[config.mk]
export PLATFORM = sky130hd
export DESIGN_NAME = pcg32_generator_bounded
export DESIGN_NICKNAME = d
export VERILOG_FILES = /design/src/sv/pcg_pkg.sv /design/src/sv/pcg_mul.sv /design/src/sv/pcg_div.sv /design/src/sv/pcg32_generator_bounded.sv
export SDC_FILE = /design/constraint.sdc
export NUM_CORES = 2
export LEC_CHECK = 0
export ABC_CLOCK_PERIOD_IN_PS = 10950
export BUFFER_PORTS_ARGS = -buffer_cell sky130_fd_sc_hd__buf_2
export CORE_MARGIN = 2
export CORE_UTILIZATION = 55
export DETAILED_ROUTE_END_ITERATION = 8
export PLACE_DENSITY = 0.72
export RECOVER_POWER = 50
export REMOVE_ABC_BUFFERS = 1
export SETUP_SLACK_MARGIN = 0.4
export SYNTH_ARGS = -nofsm -noshare
export SYNTH_HDL_FRONTEND = slang
export SYNTH_HIERARCHICAL = 1
export SYNTH_SLANG_ARGS = --single-unit
[constraint.sdc]
create_clock -name clk -period 10.95 [get_ports clk]
set_input_delay 2.19 -clock clk [delete_from_list [all_inputs] [get_ports clk]]
set_output_delay 2.19 -clock clk [all_outputs]
set_load 0.01 [all_outputs]
[src/sv/pcg_pkg.sv]
// Shared constants, types and the output permutation of the PCG32 generator.
`default_nettype none
package pcg_pkg;

	localparam int unsigned VAL_W  = 64;
	localparam int unsigned HALF_W = VAL_W / 2;
	localparam int unsigned SEQ_W  = 63;
	localparam int unsigned ADDR_W = 4;

	localparam logic [VAL_W-1:0] PCG_MULT  = 64'd6364136223846793005;
	localparam logic [SEQ_W-1:0] RESET_SEQ = 63'd721347520444481703;
	localparam logic [VAL_W-1:0] RESET_SEED = '0;
	localparam logic [VAL_W-1:0] RESET_INC = {RESET_SEQ, 1'b1};
	// Reseed from the reset registers: the first step from zero leaves the increment,
	// the seed of zero adds nothing, and the second step is folded in here.
	localparam logic [VAL_W-1:0] RESET_STATE = RESET_INC * PCG_MULT + RESET_INC;

	localparam int unsigned XSH_SHIFT = 18;
	localparam int unsigned XSH_LSB   = 27;
	localparam int unsigned ROT_LSB   = 59;

	// Register index, taken from address bit 3.
	localparam logic REG_SEED   = 1'b0;
	localparam logic REG_STREAM = 1'b1;

	typedef enum logic [1:0] {
		OP_RESEED  = 2'd0,
		OP_NEXT32  = 2'd1,
		OP_NEXT64  = 2'd2,
		OP_BOUNDED = 2'd3
	} op_t;

	typedef enum logic [2:0] {
		ST_IDLE,
		ST_MUL,
		ST_MUL_WAIT,
		ST_THRESH,
		ST_THRESH_WAIT,
		ST_CHECK,
		ST_MOD_WAIT,
		ST_DONE
	} fsm_t;

	typedef struct packed {
		logic busy;
		logic done;
	} unit_stat_t;

	function automatic logic [HALF_W-1:0] xsh_rr(input logic [VAL_W-1:0] old);
		logic [VAL_W-1:0]    mixed_full;
		logic [HALF_W-1:0]   mixed;
		logic [4:0]          rot;
		logic [2*HALF_W-1:0] dbl;
		mixed_full = (old >> XSH_SHIFT) ^ old;
		mixed      = mixed_full[XSH_LSB +: HALF_W];
		rot        = old[ROT_LSB +: 5];
		dbl        = {mixed, mixed} >> rot;
		return dbl[HALF_W-1:0];
	endfunction

endpackage
`default_nettype wire

[src/sv/pcg_mul.sv]
// LCG step unit: state * multiplier + increment over one shared 32x32 multiplier.
`default_nettype none
module pcg_mul (
	input  wire logic                      clk,
	input  wire logic                      arst_n,
	input  wire logic                      start,
	input  wire logic [pcg_pkg::VAL_W-1:0] state,
	input  wire logic [pcg_pkg::VAL_W-1:0] inc,
	output pcg_pkg::unit_stat_t            stat,
	output logic      [pcg_pkg::VAL_W-1:0] result
);

	localparam int unsigned HW = pcg_pkg::HALF_W;

	logic            busy_q, done_q;
	logic [1:0]      cnt_q;
	logic [2*HW-1:0] a_q, c_q, acc_q, prod_q;
	logic [HW-1:0]   opa, opb;
	logic [2*HW-1:0] prod;

	// Only the low 64 bits of the product matter, so the high-by-high term is skipped.
	always_comb begin
		unique case (cnt_q)
			2'd0: begin
				opa = a_q[HW-1:0];
				opb = pcg_pkg::PCG_MULT[HW-1:0];
			end
			2'd1: begin
				opa = a_q[HW-1:0];
				opb = pcg_pkg::PCG_MULT[2*HW-1:HW];
			end
			2'd2: begin
				opa = a_q[2*HW-1:HW];
				opb = pcg_pkg::PCG_MULT[HW-1:0];
			end
			2'd3: begin
				opa = a_q[HW-1:0];
				opb = pcg_pkg::PCG_MULT[HW-1:0];
			end
		endcase
	end

	assign prod = opa * opb;

	always_ff @(posedge clk or negedge arst_n) begin
		if (!arst_n) begin
			busy_q <= 1'b0;
			done_q <= 1'b0;
			cnt_q  <= '0;
		end else begin
			done_q <= 1'b0;
			if (start) begin
				busy_q <= 1'b1;
				cnt_q  <= '0;
			end else if (busy_q) begin
				cnt_q <= cnt_q + 2'd1;
				if (cnt_q == 2'd3) begin
					busy_q <= 1'b0;
					done_q <= 1'b1;
				end
			end
		end
	end

	always_ff @(posedge clk) begin
		if (start) begin
			a_q <= state;
			c_q <= inc;
		end else if (busy_q) begin
			prod_q <= prod;
			unique case (cnt_q)
				2'd0: acc_q <= acc_q;
				2'd1: acc_q <= c_q + prod_q;
				2'd2: acc_q <= acc_q + {prod_q[HW-1:0], {HW{1'b0}}};
				2'd3: acc_q <= acc_q + {prod_q[HW-1:0], {HW{1'b0}}};
			endcase
		end
	end

	assign stat.busy = busy_q;
	assign stat.done = done_q;
	assign result    = acc_q;

	a_done_after_busy: assert property (@(posedge clk) disable iff (!arst_n)
		done_q |-> $past(busy_q))
		else $error("step unit finished without having been busy");
	a_no_restart: assert property (@(posedge clk) disable iff (!arst_n)
		busy_q |-> !start)
		else $error("step unit started while busy");
	a_cnt_idle: assert property (@(posedge clk) disable iff (!arst_n)
		done_q |-> cnt_q == 2'd0)
		else $error("step unit count did not wrap at the end");

endmodule
`default_nettype wire

[src/sv/pcg_div.sv]
// Bit-serial remainder unit: num mod den, one quotient bit a cycle.
`default_nettype none
module pcg_div (
	input  wire logic                      clk,
	input  wire logic                      arst_n,
	input  wire logic                      start,
	input  wire logic [pcg_pkg::VAL_W-1:0] num,
	input  wire logic [pcg_pkg::VAL_W-1:0] den,
	output pcg_pkg::unit_stat_t            stat,
	output logic      [pcg_pkg::VAL_W-1:0] rem
);

	localparam int unsigned W     = pcg_pkg::VAL_W;
	localparam int unsigned CNT_W = $clog2(W);
	localparam logic [CNT_W-1:0] LAST = CNT_W'(W - 1);

	logic             busy_q, done_q;
	logic [CNT_W-1:0] cnt_q;
	logic [W-1:0]     rem_q, num_q, den_q;
	logic [W:0]       shifted, trial;

	assign shifted = {rem_q, num_q[W-1]};
	assign trial   = shifted - {1'b0, den_q};

	always_ff @(posedge clk or negedge arst_n) begin
		if (!arst_n) begin
			busy_q <= 1'b0;
			done_q <= 1'b0;
			cnt_q  <= '0;
		end else begin
			done_q <= 1'b0;
			if (start) begin
				busy_q <= 1'b1;
				cnt_q  <= '0;
			end else if (busy_q) begin
				cnt_q <= cnt_q + 1'b1;
				if (cnt_q == LAST) begin
					busy_q <= 1'b0;
					done_q <= 1'b1;
				end
			end
		end
	end

	// The partial remainder stays below den, so a kept difference fits in W bits.
	always_ff @(posedge clk) begin
		if (start) begin
			rem_q <= '0;
			num_q <= num;
			den_q <= den;
		end else if (busy_q) begin
			num_q <= {num_q[W-2:0], 1'b0};
			if (!trial[W])
				rem_q <= trial[W-1:0];
			else
				rem_q <= shifted[W-1:0];
		end
	end

	assign stat.busy = busy_q;
	assign stat.done = done_q;
	assign rem       = rem_q;

	a_done_after_busy: assert property (@(posedge clk) disable iff (!arst_n)
		done_q |-> $past(busy_q))
		else $error("remainder unit finished without having been busy");
	a_no_restart: assert property (@(posedge clk) disable iff (!arst_n)
		busy_q |-> !start)
		else $error("remainder unit started while busy");
	a_rem_below_den: assert property (@(posedge clk) disable iff (!arst_n)
		done_q |-> rem_q < den_q)
		else $error("remainder not below divisor");

endmodule
`default_nettype wire

[src/sv/pcg32_generator_bounded.sv]
// Top level of the PCG32 XSH-RR generator with bounded draws and its register port.
// Each step runs on the shared 32x32 multiplier. A bounded draw adds two passes of the
// remainder unit and a fresh 64-bit draw for each rejected draw. One item at a time:
// the next beat is taken after the result is loaded.
// Reset loads the registers with their reset values and the state as if reseeded.
`default_nettype none
module pcg32_generator_bounded (
	input  wire logic                       clk,
	input  wire logic                       arst_n,
	input  wire logic                       psel,
	input  wire logic                       penable,
	input  wire logic                       pwrite,
	input  wire logic [pcg_pkg::ADDR_W-1:0] paddr,
	input  wire logic [pcg_pkg::VAL_W-1:0]  pwdata,
	output logic      [pcg_pkg::VAL_W-1:0]  prdata,
	output logic                            pready,
	input  wire logic                       req_valid,
	output logic                            req_stall,
	input  wire logic [1:0]                 op,
	input  wire logic [pcg_pkg::VAL_W-1:0]  bound,
	output logic                            rsp_valid,
	input  wire logic                       rsp_stall,
	output logic      [pcg_pkg::VAL_W-1:0]  value,
	output logic                            status
);

	localparam int unsigned W  = pcg_pkg::VAL_W;
	localparam int unsigned HW = pcg_pkg::HALF_W;

	pcg_pkg::fsm_t     state_q, state_d;
	pcg_pkg::op_t      op_q;
	pcg_pkg::unit_stat_t mul_st, div_st;

	logic [W-1:0]                seed_q, lcg_q, inc_q;
	logic [pcg_pkg::SEQ_W-1:0]   stream_q;
	logic [W-1:0]                bound_q, draw_q, thresh_q, res_value_q;
	logic                        res_status_q, more_q;
	logic [W-1:0]                rsp_value_q;
	logic                        rsp_valid_q, rsp_status_q;

	logic [W-1:0]  mul_result, div_rem, div_num;
	logic [HW-1:0] word;
	logic          cfg_wr, req_take, mul_start, div_start, rsp_load, reject;

	// Register port
	assign pready = 1'b1;
	assign cfg_wr = psel && penable && pwrite && pready;
	assign prdata = (paddr[3] == pcg_pkg::REG_STREAM) ? {1'b0, stream_q} : seed_q;

	always_ff @(posedge clk or negedge arst_n) begin
		if (!arst_n) begin
			seed_q   <= pcg_pkg::RESET_SEED;
			stream_q <= pcg_pkg::RESET_SEQ;
		end else if (cfg_wr) begin
			unique case (paddr[3])
				pcg_pkg::REG_SEED:   seed_q   <= pwdata;
				pcg_pkg::REG_STREAM: stream_q <= pwdata[pcg_pkg::SEQ_W-1:0];
			endcase
		end
	end

	// Shared units
	pcg_mul u_mul (
		.clk    (clk),
		.arst_n (arst_n),
		.start  (mul_start),
		.state  (lcg_q),
		.inc    (inc_q),
		.stat   (mul_st),
		.result (mul_result)
	);

	pcg_div u_div (
		.clk    (clk),
		.arst_n (arst_n),
		.start  (div_start),
		.num    (div_num),
		.den    (bound_q),
		.stat   (div_st),
		.rem    (div_rem)
	);

	assign word   = pcg_pkg::xsh_rr(lcg_q);
	assign reject = draw_q < thresh_q;

	// Next state
	always_comb begin
		state_d = state_q;
		unique case (state_q)
			pcg_pkg::ST_IDLE: begin
				if (req_valid) begin
					if (op == pcg_pkg::OP_BOUNDED)
						state_d = (bound == '0) ? pcg_pkg::ST_DONE : pcg_pkg::ST_THRESH;
					else
						state_d = pcg_pkg::ST_MUL;
				end
			end
			pcg_pkg::ST_MUL: state_d = pcg_pkg::ST_MUL_WAIT;
			pcg_pkg::ST_MUL_WAIT: begin
				if (mul_st.done) begin
					if (more_q)
						state_d = pcg_pkg::ST_MUL;
					else if (op_q == pcg_pkg::OP_BOUNDED)
						state_d = pcg_pkg::ST_CHECK;
					else
						state_d = pcg_pkg::ST_DONE;
				end
			end
			pcg_pkg::ST_THRESH: state_d = pcg_pkg::ST_THRESH_WAIT;
			pcg_pkg::ST_THRESH_WAIT: begin
				if (div_st.done)
					state_d = pcg_pkg::ST_MUL;
			end
			pcg_pkg::ST_CHECK: state_d = reject ? pcg_pkg::ST_MUL : pcg_pkg::ST_MOD_WAIT;
			pcg_pkg::ST_MOD_WAIT: begin
				if (div_st.done)
					state_d = pcg_pkg::ST_DONE;
			end
			pcg_pkg::ST_DONE: begin
				if (rsp_load)
					state_d = pcg_pkg::ST_IDLE;
			end
			default: state_d = pcg_pkg::ST_IDLE;
		endcase
	end

	// Control outputs
	always_comb begin
		req_stall = (state_q != pcg_pkg::ST_IDLE);
		req_take  = req_valid && !req_stall;
		mul_start = (state_q == pcg_pkg::ST_MUL);
		div_start = (state_q == pcg_pkg::ST_THRESH) ||
			((state_q == pcg_pkg::ST_CHECK) && !reject);
		div_num   = (state_q == pcg_pkg::ST_THRESH) ? (W'(0) - bound_q) : draw_q;
		rsp_load  = (state_q == pcg_pkg::ST_DONE) && (!rsp_valid_q || !rsp_stall);
	end

	always_ff @(posedge clk or negedge arst_n) begin
		if (!arst_n) begin
			state_q     <= pcg_pkg::ST_IDLE;
			lcg_q       <= pcg_pkg::RESET_STATE;
			inc_q       <= pcg_pkg::RESET_INC;
			more_q      <= 1'b0;
			rsp_valid_q <= 1'b0;
		end else begin
			state_q <= state_d;
			if (req_take) begin
				more_q <= (op == pcg_pkg::OP_NEXT64) || (op == pcg_pkg::OP_BOUNDED);
				if (op == pcg_pkg::OP_RESEED) begin
					// The first step from a zero state just leaves the increment.
					inc_q <= {stream_q, 1'b1};
					lcg_q <= {stream_q, 1'b1} + seed_q;
				end
			end else if (state_q == pcg_pkg::ST_MUL_WAIT && mul_st.done) begin
				lcg_q  <= mul_result;
				more_q <= 1'b0;
			end else if (state_q == pcg_pkg::ST_THRESH_WAIT && div_st.done) begin
				more_q <= 1'b1;
			end else if (state_q == pcg_pkg::ST_CHECK && reject) begin
				more_q <= 1'b1;
			end
			if (rsp_load)
				rsp_valid_q <= 1'b1;
			else if (!rsp_stall)
				rsp_valid_q <= 1'b0;
		end
	end

	always_ff @(posedge clk) begin
		if (req_take) begin
			op_q         <= pcg_pkg::op_t'(op);
			bound_q      <= bound;
			res_value_q  <= '0;
			res_status_q <= (op == pcg_pkg::OP_BOUNDED) && (bound == '0);
		end
		if (state_q == pcg_pkg::ST_MUL_WAIT && mul_st.done) begin
			draw_q <= {draw_q[HW-1:0], word};
			if (!more_q) begin
				unique case (op_q)
					pcg_pkg::OP_RESEED:  res_value_q <= '0;
					pcg_pkg::OP_NEXT32:  res_value_q <= {{HW{1'b0}}, word};
					pcg_pkg::OP_NEXT64:  res_value_q <= {draw_q[HW-1:0], word};
					pcg_pkg::OP_BOUNDED: res_value_q <= res_value_q;
				endcase
			end
		end
		if (state_q == pcg_pkg::ST_THRESH_WAIT && div_st.done)
			thresh_q <= div_rem;
		if (state_q == pcg_pkg::ST_MOD_WAIT && div_st.done)
			res_value_q <= div_rem;
		if (rsp_load) begin
			rsp_value_q  <= res_value_q;
			rsp_status_q <= res_status_q;
		end
	end

	assign rsp_valid = rsp_valid_q;
	assign value     = rsp_value_q;
	assign status    = rsp_status_q;

	a_units_exclusive: assert property (@(posedge clk) disable iff (!arst_n)
		!(mul_st.busy && div_st.busy))
		else $error("step unit and remainder unit busy together");
	a_mul_done_state: assert property (@(posedge clk) disable iff (!arst_n)
		mul_st.done |-> state_q == pcg_pkg::ST_MUL_WAIT)
		else $error("step finished outside its wait state");
	a_div_done_state: assert property (@(posedge clk) disable iff (!arst_n)
		div_st.done |->
		(state_q == pcg_pkg::ST_THRESH_WAIT || state_q == pcg_pkg::ST_MOD_WAIT))
		else $error("remainder finished outside its wait states");
	a_error_zero: assert property (@(posedge clk) disable iff (!arst_n)
		(rsp_valid_q && rsp_status_q) |-> rsp_value_q == '0)
		else $error("error beat carries a non-zero value");

endmodule
`default_nettype wire
==> metrics.cfg <==
[finish]
area_growth_pct=8.53
antenna-diode-count=0
drive_above_1_share_pct=11.4
layout.nets=9257

[sta]
min_period_ns=9.84
slew_violations=760
grt_setup_unrepaired=false
final.setup_skew_ns=0.0964
worst_slew_pin_slew_ns=6.69
hold_violations=0
fin_setup_tns_ns=0
finalCritPeriodShare_pct=89.8
finalSetupViolCount=0
clock.fmax_mhz=102
slew-limit-headroom_pct=-346

[floorplan]
ioPinCount=273
placeable_area_um2=144000
rows=139
die-area_um2=148000
die_x_um=385
die_y_um=385
initial_core_util_pct=55.6

[grt]
grt_pass1_wl_um=357000
largest_net_degree_at_the_start_of_global_routing=153
grt_use_total_pct=31.9
antenna_found_initial=11
overflow_left_after_global_routing=0
grt_pass1_vias=57900

[worst_hold_path]
hold_depth=0
holdPathEnd=u_mul/c_q[55]
min-delay-path-class=reg -> reg
min-delay-start=inc_q[55]

[setup_path]
critPathMostFrequentCell=sky130_fd_sc_hd__fa_1
required_ns=11.45
timing.critical_path.from_type=flip-flop
standard_cell_with_the_maximum_stage_delay_on_the_critical_path=sky130_fd_sc_hd__mux2i_1
end_kind=flip-flop
r2r.worst_path.cells=28
timing.setup.critical_path_class=reg -> reg
regToRegStartpoint=u_mul/cnt_q[0]
critical_path_arrival_ns=10.34
max_stage_delay_ns=0.76
reg2reg_slack_ns=1.11
crit_path_launch=u_mul/cnt_q[0]
critical_path.max_fanout=16
worstReg2RegEnd=u_mul/prod_q[62]

[route]
route.detailed.wl_per_inst_um=23.9
remaining_drc_errors=0
routed-via-count=59000
totalWireLength_um=236000
antenna_left=0
viasPerCell=5.98
drtPass1Iterations=6
first_iter_violations=5848

[placement]
detailed_place_hpwl_um=184000
port_buffers=268
gp_congestion=1.01

[clock_network]
cts.clk_slew.worst_paths_ns=0.06
ctsHtreeMaxLevel=3
cts_tree=built
worstSkewPairLatency_ns=0.77
number_of_buffers_added_by_the_clock_tree_synthesis_step=109
post_cts_hold_buffer_count=0
clock_sinks=1043
max-clock-path-buffers=3
post_cts.resized_instances=0
postCtsSetupRepairBufs=0
cts_root_buffer=sky130_fd_sc_hd__clkbuf_16

[job]
maxCapViolations=13

[outcome]
outcome=finished, violations left
violations=capacitance limit, slew limit

[yosys]
syn_area_um2=79900
syn-instance-count=7729
synth_area_per_inst_um2=10.3
ys_warn_count=6

-- layout make-up --
cell class	instances	area, µm²
Clock buffer	141	3030
Clock inverter	67	792
Fill cell	12000	57100
Inverter	988	3710
Multi-Input combinational cell	5375	45500
Sequential cell	1043	29400
Tap cell	1903	2380
Timing Repair Buffer	353	1870
-- flip-flops by register name, summed over array words and instances (netlist names), 64 cells and up --
signal        cells
u_mul/c_q        64
lcg_q            64
thresh_q         64
u_div/rem        64
u_div/den_q      64
u_mul/prod_q     64
u_div/num_q      64
seed_q           64
res_value_q      64
draw_q           64
u_mul/result     64
value            64
bound_q          64
u_mul/a_q        64
-- how the worst max path moves through the flow --
stage | to | slack [ns] | cells after the start
after floorplan | u_div/num_q[0] | -2.29 | 11
after global placement | u_mul/prod_q[62] | 1.43 | 26
after detailed placement | u_mul/prod_q[62] | 1.36 | 26
after CTS | u_mul/prod_q[62] | 1.37 | 26
after global routing | u_mul/prod_q[62] | 0.65 | 26
final | u_mul/prod_q[62] | 1.11 | 28
-- placed cells by master, fill, tap and decap left out, types with 246 or more instances in the layout --
cell                       count
sky130_fd_sc_hd__o21ai_0     319
sky130_fd_sc_hd__a21oi_1     513
sky130_fd_sc_hd__xnor2_1     246
sky130_fd_sc_hd__nand2_1     661
sky130_fd_sc_hd__edfxtp_1    708
sky130_fd_sc_hd__nor2_1      474
sky130_fd_sc_hd__ha_1        754
sky130_fd_sc_hd__mux2_2      285
sky130_fd_sc_hd__fa_1        492
sky130_fd_sc_hd__inv_1       970
-- worst max-delay path, delay by kind of cell, from the launching register on --
| family | cells | cell delay [ns] |
|---|---|---|
| AOI/OAI and AO/OA | 9 | 2.32 |
| muxes | 1 | 0.76 |
| xor gates and xnor gates | 2 | 0.25 |
| buffers and inverters | 5 | 0.95 |
| DFF | 1 | 0.44 |
| adders and majority gates | 10 | 4.61 |
| and+or+nand+nor | 1 | 0.32 |
-- layer usage --
metal  vias to the layer above  part of all wire, %  global-route usage [%]
met5                         -                0.023                       0
met2                      2620                   43                    47.1
li1                      27100                    -                       -
met1                     28900                   44                    46.8
met4                         8                  3.7                    10.8
met3                       370                  9.5                    6.42
-- metrics by stage --
step / hold slack, ns / cell area, µm² / cells / worst slack (ns) / utilization [%]
floorplan: 0.400 / 78600 / 7406 / -2.29 / -
global placement: 0.403 / 83100 / 9662 / 1.43 / 57.8
detailed placement: 0.431 / 83100 / 9662 / 1.36 / 57.8
CTS: 0.437 / 86900 / 9870 / 1.37 / 60.4
global route: 0.446 / 86700 / 9870 / 0.649 / 60.3
finish: 0.429 / 86700 / 9870 / 1.11 / 60.3
Power is not shown: default switching activity piles up to over one toggle a cycle in this logic, so the estimate is an artifact.
